## src/hw/rtl/isort_pkg.sv

```systemverilog
// isort_pkg: shared types and constants for the insertion sorter
// holds item structs, cell control struct and the sequencer state enum
// no dependencies
package isort_pkg;

  localparam int CAPACITY = 16;

  typedef struct packed {
    logic signed [31:0] value;
    logic               is_last;
  } in_item_t;

  typedef struct packed {
    logic signed [31:0] sorted_value;
    logic               end_of_list;
    logic               overflowed;
  } out_item_t;

  typedef struct packed {
    logic ins;
    logic shift;
  } cell_ctrl_t;

  typedef enum logic {
    MODE_LOAD,
    MODE_DRAIN
  } mode_t;

endpackage

```

## src/hw/rtl/insertion_sorter.sv

```systemverilog
// insertion_sorter: top level of the insertion sorter
// a chain of CAPACITY isort_cell slots plus a load/drain sequencer
// depends on isort_pkg and isort_cell
//
// usage:
//   in_valid/in_ready/in_item carry one value per item plus an is_last flag.
//   while loading, one item is taken every cycle; each value is inserted by
//   all cells comparing and shifting in parallel, equal values keep arrival
//   order. values arriving with all CAPACITY slots full are dropped and
//   every result of that list carries overflowed.
//   after the is_last item, the next cycle starts draining: the chain shifts
//   toward cell 0 and out_item shows cell 0 directly from its register, one
//   result per cycle while out_ready is high. end_of_list marks the largest
//   value, and in_ready is low while draining.
//   a stalled receiver simply freezes the chain; nothing is lost.
//   reset clears all valid bits, the drop flag and returns to loading.
module insertion_sorter import isort_pkg::*; (
  input  logic      clk,
  input  logic      rst_n,
  input  logic      in_valid,
  output logic      in_ready,
  input  in_item_t  in_item,
  output logic      out_valid,
  input  logic      out_ready,
  output out_item_t out_item
);

  mode_t                    mode_r;
  mode_t                    mode_nxt;
  logic                     drop_r;
  logic                     drop_nxt;
  logic                     accept;
  logic                     full;
  cell_ctrl_t               ctrl;
  logic signed [31:0]       values [CAPACITY];
  logic [CAPACITY-1:0]      valids;
  logic [CAPACITY-1:0]      gts;

  assign full = valids[CAPACITY-1];

  always_comb begin
    mode_nxt   = mode_r;
    in_ready   = 1'b0;
    out_valid  = 1'b0;
    ctrl.ins   = 1'b0;
    ctrl.shift = 1'b0;
    unique case (mode_r)
      MODE_LOAD: begin
        in_ready = 1'b1;
        ctrl.ins = in_valid && !full;
        if (in_valid && in_item.is_last) begin
          mode_nxt = MODE_DRAIN;
        end
      end
      MODE_DRAIN: begin
        out_valid  = 1'b1;
        ctrl.shift = out_ready;
        if (out_ready && !valids[1]) begin
          mode_nxt = MODE_LOAD;
        end
      end
      default: begin
        mode_nxt = MODE_LOAD;
      end
    endcase
  end

  assign accept = in_valid && in_ready;

  always_comb begin
    drop_nxt = drop_r;
    if (accept && full) begin
      drop_nxt = 1'b1;
    end else if (mode_r == MODE_DRAIN && out_ready && !valids[1]) begin
      drop_nxt = 1'b0;
    end
  end

  always_ff @(posedge clk) begin
    if (!rst_n) begin
      mode_r <= MODE_LOAD;
      drop_r <= 1'b0;
    end else begin
      mode_r <= mode_nxt;
      drop_r <= drop_nxt;
    end
  end

  genvar i;
  generate
    for (i = 0; i < CAPACITY; i++) begin : g_chain
      logic signed [31:0] lv;
      logic               lg;
      logic               lvld;
      logic signed [31:0] rv;
      logic               rvld;
      if (i == 0) begin : g_head
        assign lv   = '0;
        assign lg   = 1'b0;
        assign lvld = 1'b1;
      end else begin : g_mid
        assign lv   = values[i-1];
        assign lg   = gts[i-1];
        assign lvld = valids[i-1];
      end
      if (i == CAPACITY-1) begin : g_tail
        assign rv   = '0;
        assign rvld = 1'b0;
      end else begin : g_body
        assign rv   = values[i+1];
        assign rvld = valids[i+1];
      end
      isort_cell u_slot (
        .clk         (clk),
        .rst_n       (rst_n),
        .ctrl        (ctrl),
        .new_value   (in_item.value),
        .left_value  (lv),
        .left_gt     (lg),
        .left_valid  (lvld),
        .right_value (rv),
        .right_valid (rvld),
        .value       (values[i]),
        .valid       (valids[i]),
        .gt          (gts[i])
      );
    end
  endgenerate

  assign out_item.sorted_value = values[0];
  assign out_item.end_of_list  = !valids[1];
  assign out_item.overflowed   = drop_r;

  a_drain_has_data: assert property (@(posedge clk) disable iff (!rst_n)
    mode_r == MODE_DRAIN |-> valids[0])
    else $error("draining with empty head slot");

  a_valid_contiguous: assert property (@(posedge clk) disable iff (!rst_n)
    (valids & (valids + 1'b1)) == '0)
    else $error("valid bits not packed toward head");

  a_drop_only_full: assert property (@(posedge clk) disable iff (!rst_n)
    (mode_r == MODE_LOAD && drop_r) |-> full)
    else $error("drop flag set while chain not full");

  a_last_starts_drain: assert property (@(posedge clk) disable iff (!rst_n)
    (accept && in_item.is_last) |=> mode_r == MODE_DRAIN)
    else $error("last item did not start drain");

endmodule

```

## src/hw/rtl/isort_cell.sv

```systemverilog
// isort_cell: one slot of the insertion chain, holds one value and its valid bit
// compares the broadcast item against its value, shifts up on insert, down on drain
// depends on isort_pkg
module isort_cell import isort_pkg::*; (
  input  logic               clk,
  input  logic               rst_n,
  input  cell_ctrl_t         ctrl,
  input  logic signed [31:0] new_value,
  input  logic signed [31:0] left_value,
  input  logic               left_gt,
  input  logic               left_valid,
  input  logic signed [31:0] right_value,
  input  logic               right_valid,
  output logic signed [31:0] value,
  output logic               valid,
  output logic               gt
);

  logic signed [31:0] value_r;
  logic signed [31:0] value_nxt;
  logic               valid_r;
  logic               valid_nxt;

  assign gt    = valid_r && (value_r > new_value);
  assign value = value_r;
  assign valid = valid_r;

  always_comb begin
    value_nxt = value_r;
    valid_nxt = valid_r;
    priority if (ctrl.ins) begin
      if (left_gt) begin
        value_nxt = left_value;
        valid_nxt = 1'b1;
      end else if ((gt || !valid_r) && left_valid) begin
        value_nxt = new_value;
        valid_nxt = 1'b1;
      end
    end else if (ctrl.shift) begin
      value_nxt = right_value;
      valid_nxt = right_valid;
    end
  end

  always_ff @(posedge clk) begin
    if (!rst_n) begin
      valid_r <= 1'b0;
    end else begin
      valid_r <= valid_nxt;
    end
  end

  always_ff @(posedge clk) begin
    value_r <= value_nxt;
  end

endmodule
```

## config.mk

```make
export PLATFORM = sky130hd
export DESIGN_NAME = insertion_sorter
export DESIGN_NICKNAME = d
export VERILOG_FILES = /design/src/hw/rtl/isort_pkg.sv /design/src/hw/rtl/insertion_sorter.sv /design/src/hw/rtl/isort_cell.sv
export SDC_FILE = /design/constraint.sdc
export NUM_CORES = 2
export LEC_CHECK = 0
export ABC_AREA = 1
export BUFFER_PORTS_ARGS = -buffer_cell sky130_fd_sc_hd__buf_4
export CAP_MARGIN = 20
export CORE_UTILIZATION = 55
export CTS_BUF_LIST = sky130_fd_sc_hd__clkbuf_4
export DETAILED_ROUTE_END_ITERATION = 8
export PLACE_DENSITY = 0.72
export SETUP_SLACK_MARGIN = 0.5
export SYNTH_ARGS = -nofsm -noshare
export SYNTH_HDL_FRONTEND = slang
export SYNTH_SLANG_ARGS = --single-unit
```

## constraint.sdc

```tcl
create_clock -name clk -period 5.5 [get_ports clk]
set_input_delay 1.375 -clock clk [delete_from_list [all_inputs] [get_ports clk]]
set_output_delay 1.375 -clock clk [all_outputs]
set_load 0.005 [all_outputs]
```

=== Word-level counts from Yosys, hierarchy flattened ===
Cells that the tools add are included.
Widths: inputs -> output; s select.

* Eq/ne operators: 16
* Multiplexer cells: 135
* Reductions and logical operators: 88
* Bitwise operators: 1
* Magnitude comparators: 16

{| class="wikitable"
|+ Operators with widths
! operator !! number
|-
| $mux 32 || 63
|-
| $gt 32x32->1 || 16
|-
| $mux 1 || 71
|-
| $ne 3x1->1 const B || 15
|-
| $logic_and 1x1->1 || 38
|-
| $reduce_and 2->1 || 16
|-
| $logic_not 1->1 || 16
|-
| $logic_or 1x1->1 || 16
|-
| $reduce_bool 2->1 || 2
|-
| $ne 2x1->1 const B || 1
|-
| $pmux 1 s2 || 1
|-
| $not 1->1 || 1
|}

* Flip-flop bits (word level): 530
* Bits of input ports: 37
* Output and inout bits: 36
* Word-level logic and storage cells: 290

=== Depth between registers and ports, before layout ===
* Depth in word-level cells: 7
* Gate-level depth with buffers: 21
* Depth with buffers taken out: 20

=== Modules after synthesis ===
Synthesis repeated with hierarchy kept, for this count alone.

* Cells, all modules: 5,332
* Area total of the unflattened synthesis: 41,016.8 um^2

{| class="wikitable"
|+ By module, submodules not included
! module !! sequential area each (um^2) !! cells an instance !! times used !! area each (um^2)
|-
| isort_cell || 980.9 || 332 || 16 || 2,556.2
|-
| insertion_sorter || 40.0 || 20 || 1 || 117.6
|}

=== Worst setup path before layout ===
No wires, ideal clock.

* Path type: input -> register
* From: input in_item[32] in the netlist's numbering
* To: register g_chain[0].u_slot.value_r[0] (enable)
* Stages: 11
* Data arrival time: 4,760 ps
* Required time: 5,059 ps
* Slack: 299 ps
* Path through: inv_1 -> clkbuf_1 -> ha_1 -> a21oi_1 -> o21a_1 -> nand2_1 -> a21oi_1 -> nand2_1 -> nand2_1 -> nand3_1 -> a31oi_1

* Cells in the longest elaborated chain, start to end: 5

{| class="wikitable"
|+ Ends and longest elaborated chain
! item !! line !! source
|-
| from (decl) || insertion_sorter.sv:22 || <nowiki>input in_item_t in_item,</nowiki>
|-
| $gt 32x32->1 || isort_cell.sv:24 || <nowiki>assign gt = valid_r && (value_r > new_value);</nowiki>
|-
| $logic_and 1x1->1 || isort_cell.sv:24 ||
|-
| $logic_or 1x1->1 || isort_cell.sv:35 || <nowiki>end else if ((gt || !valid_r) && left_valid) begin</nowiki>
|-
| $ne 2x1->1 (no line) || - ||
|-
| $reduce_and 2->1 (no line) || - ||
|-
| to (signal assigned) || isort_cell.sv:54 || <nowiki>value_r <= value_nxt;</nowiki>
|-
| to (decl) || isort_cell.sv:19 || <nowiki>logic signed [31:0] value_r;</nowiki>
|}

No other way between the ends.
A chain may end at the register's enable or synchronous reset.

=== Worst setup path in the final report ===
* From: input in_item[31] in the netlist's numbering
* To: register g_chain[8].u_slot.value_r[13] (data pin)

* Cells in the longest elaborated chain, start to end: 4

{| class="wikitable"
|+ Ends and longest elaborated chain
! item !! line !! source
|-
| $gt 32x32->1 || isort_cell.sv:24 ||
|-
| $logic_and 1x1->1 || isort_cell.sv:24 ||
|-
| $mux 32 || isort_cell.sv:32 || <nowiki>if (left_gt) begin</nowiki>
|-
| $mux 32 || isort_cell.sv:31 || <nowiki>priority if (ctrl.ins) begin</nowiki>
|-
| via g_chain[8].u_slot.value_nxt[13] || isort_cell.sv:20 || <nowiki>logic signed [31:0] value_nxt;</nowiki>
|-
| to (signal assigned) || isort_cell.sv:54 ||
|-
| to (decl) || isort_cell.sv:19 ||
|}

The timed path passes the listed nets, and every way through them passes these cells.

==> summary.txt <==
Comb power frac = 0.269
Hold Vio Cnt, Final = 0
CP Data Required Time = 6.18 ns
CTS Sinks = 530
Post-synthesis cell type count = 32
Sw frac = 0.3593
DR iter-0 viols = 4643
Mean cell area of the mapped netlist = 8.120 um^2
Die Span X = 263.2 um
Sum Neg Setup Slack = 0 ns
Die area = 0.06930 mm^2
P_sw = 4854 uW
Clk pin slew, worst setup/hold paths = 0.06 ns
Leakage power = 0.01913 uW
Share of power burned in registers = 0.442
Cells after synthesis = 4623
Vias in the first global route = 30780
Power Dens Cells = 326.8 mW/mm^2
Register area share after synthesis = 0.4192
Drt first pass iters = 7
Fin. max-slew vios = 0
Most frequent cell after synthesis = nand2_1
Period Utilization, post-route = 0.7108
Initial antenna violation count = 2
Total Routing Usage GR = 0.3485
FP Rows = 95
Max Fclk = 255.8 MHz
PostCTS Resize Cnt = 0
Critical Path Source Type = primary input
Async SR Flop Fraction = 0
Post-layout min period = 3.909 ns
Worst EP arrival = 4.59 ns
Cell Count Post-Placement = 5468
Pin count of the biggest net entering global routing = 242
Fill cells = 5960
Clk pwr share = 0.289
CP Max Fanout = 64
Inserted Clock Buffers = 151
DRC Markers = 0
Unrepaired setup endpoints after global routing = no
CTS H-tree depth = 4
Post-Layout Cell Count = 5741
Core region area = 0.06740 mm^2
Pre-CTS setup slack = 0.9208 ns
Gpl congestion = 0.9460
# port buffers = 72
Routed wire length = 122300 um
Synth area leaders = edfxtp_1 (41%), ha_1 (16%), nand2_1 (15%)
Routed vias/inst = 5.997
Share of Yosys cell area claimed by the top area cell type = 0.4096
Commonest cells post-synth = nand2_1 (1507), a21oi_1 (670), o21ai_0 (517)
Setup Buffers After CTS = 0
DR vias = 34430
Post-synth EDFFs = 512
Max cap viols = 0
Chip Height = 263.2 um
Setup violators final = 0
Worst VDD drop = 188.7 uV
P_int = 8656 uW
Max clock buf depth = 3
Mapped Nets = 5140
Layout area overhead = 10.15%
First-pass GRT wire length = 183100 um
Slew @ Worst Pin = 1.111 ns
Hold Buf Count CTS = 0
Min-delay worst type = register to register
GRT Residual Overflow = 0
Antenna-violating nets left = 0
Setup Crit Path Kind = primary input to register
HPWL Detailed = 89190 um
Nets = 5265
Critical path endpoint category = register
Share of cells above drive strength 1 = 0.09990
Post-synthesis register bit count = 530
Initial Util = 0.5570
Synthesized area = 0.03754 mm^2
Leading area contributor after synthesis = edfxtp_1
Most used DFF post-synth = edfxtp_1
Ys Warns = 0
Status = complete, no violations
Root buffer cell = clkbuf_4
Worst-Skew Late Latency = 1.02 ns
Clock Skews = 0.06856 ns
CTS tree = yes
# IOs = 73
Final WS setup = 1.591 ns
Rel. slew slack = 0.2591
Wire length per cell = 21.30 um
## sequential cells by signal (all words and copies together), names as in the netlist
name and count:
drop_r 1, g_chain.u_slot.valid 16, g_chain.u_slot.value 512, mode_r 1
## through the flow
step	utilization	instance area, um^2	hold WS (ns)	total power (uW)
after floorplan	-	37540	0.4394	8232
after global placement	0.5835	39320	0.4633	9447
after detailed placement	0.5835	39320	0.4712	9565
after CTS	0.6134	41340	0.4792	13440
after global routing	0.6134	41340	0.4917	14280
final	0.6135	41350	0.4785	13510
## worst max-delay path, cell delays in order
cell and delay (ns):
buf_4 0.15, inv_1 0.51, buf_4 0.30, ha_1 0.24
nand2_1 0.08, nor2_1 0.06, nand2_1 0.07, inv_1 0.04
a21oi_1 0.19, nand2_1 0.07, nand2_1 0.08, nand4_1 0.17
buf_4 0.38, o21ai_0 0.72, nand2_1 0.12
## layer usage
layer	track usage	routed length (um)	share of wire	vias to the layer above
met2	0.4926	50140	0.41	2067
met4	0.1599	5450	0.045	0
met5	0	0	0	-
li1	-	-	-	16420
met1	0.5008	50580	0.41	15660
met3	0.08577	16140	0.13	286
## placed cells by master, fill, tap and decap left out, types with 3 or more instances in the layout
cell,instances
dfxtp_1,18
a21o_1,17
o21ai_1,83
diode_2,3
bufinv_16,3
nor3_1,6
clkinv_1,17
edfxtp_1,512
nand4_1,48
clkinvlp_4,3
nand3_1,56
inv_2,7
clkbuf_4,240
buf_12,11
o21bai_1,3
a21oi_1,670
inv_1,239
buf_4,211
ha_1,480
o21a_1,27
o21ai_0,517
nand2_1,1507
nor2_1,175
## cells by family (layout without fill, tap and decap cells)
family | Yosys count | after routing | share of synthesized area
AO/OA/AOI/OAI | 1320 | 1320 | 0.1793
adder cells (fa/ha/maj) | 480 | 480 | 0.1600
AND/OR/NAND/NOR | 1801 | 1801 | 0.1870
other | 0 | 3 | 0
buffers and inverters | 492 | 734 | 0.05453
flip-flops | 530 | 530 | 0.4192
## area by class of cell
cell class / instances / area [um^2] / area share
multi-input cells: 3601 / 19780 / 0.4785
diodes: 3 / 7.507 / 0.0001816
inverters: 242 / 908.4 / 0.02197
clock inverters: 30 / 214.0 / 0.005175
clock buffers: 240 / 1802 / 0.04358
repair buffers: 222 / 1804 / 0.04364
flip-flops and latches: 530 / 15740 / 0.3806
well taps: 873 / 1092 / 0.02642
## power groups by stage
| stage | clock (uW) | combinational [uW] | sequential [uW] |
|---|---|---|---|
| after global routing | 4160 | 4120 | 6000 |
| final | 3900 | 3640 | 5970 |
| after global placement | 0 | 3440 | 6000 |
| after floorplan | 0 | 2570 | 5660 |
| after detailed placement | 0 | 3560 | 6010 |
| after CTS | 3940 | 3580 | 5930 |
## final timing paths
check	from	to	slack, ns	cells after the start
hold / removal	drop_r$_SDFFE_PN0P_	drop_r$_SDFFE_PN0P_	0.48	2
setup reg to reg	g_chain[7].u_slot.value[5]$_DFFE_PP_	g_chain[8].u_slot.value[13]$_DFFE_PP_	2.25	14
setup / recovery	in_item[31]	g_chain[8].u_slot.value[13]$_DFFE_PP_	1.59	15
hold reg to reg	drop_r$_SDFFE_PN0P_	drop_r$_SDFFE_PN0P_	0.48	2
Note: power is estimated with default switching activity, not from simulation.
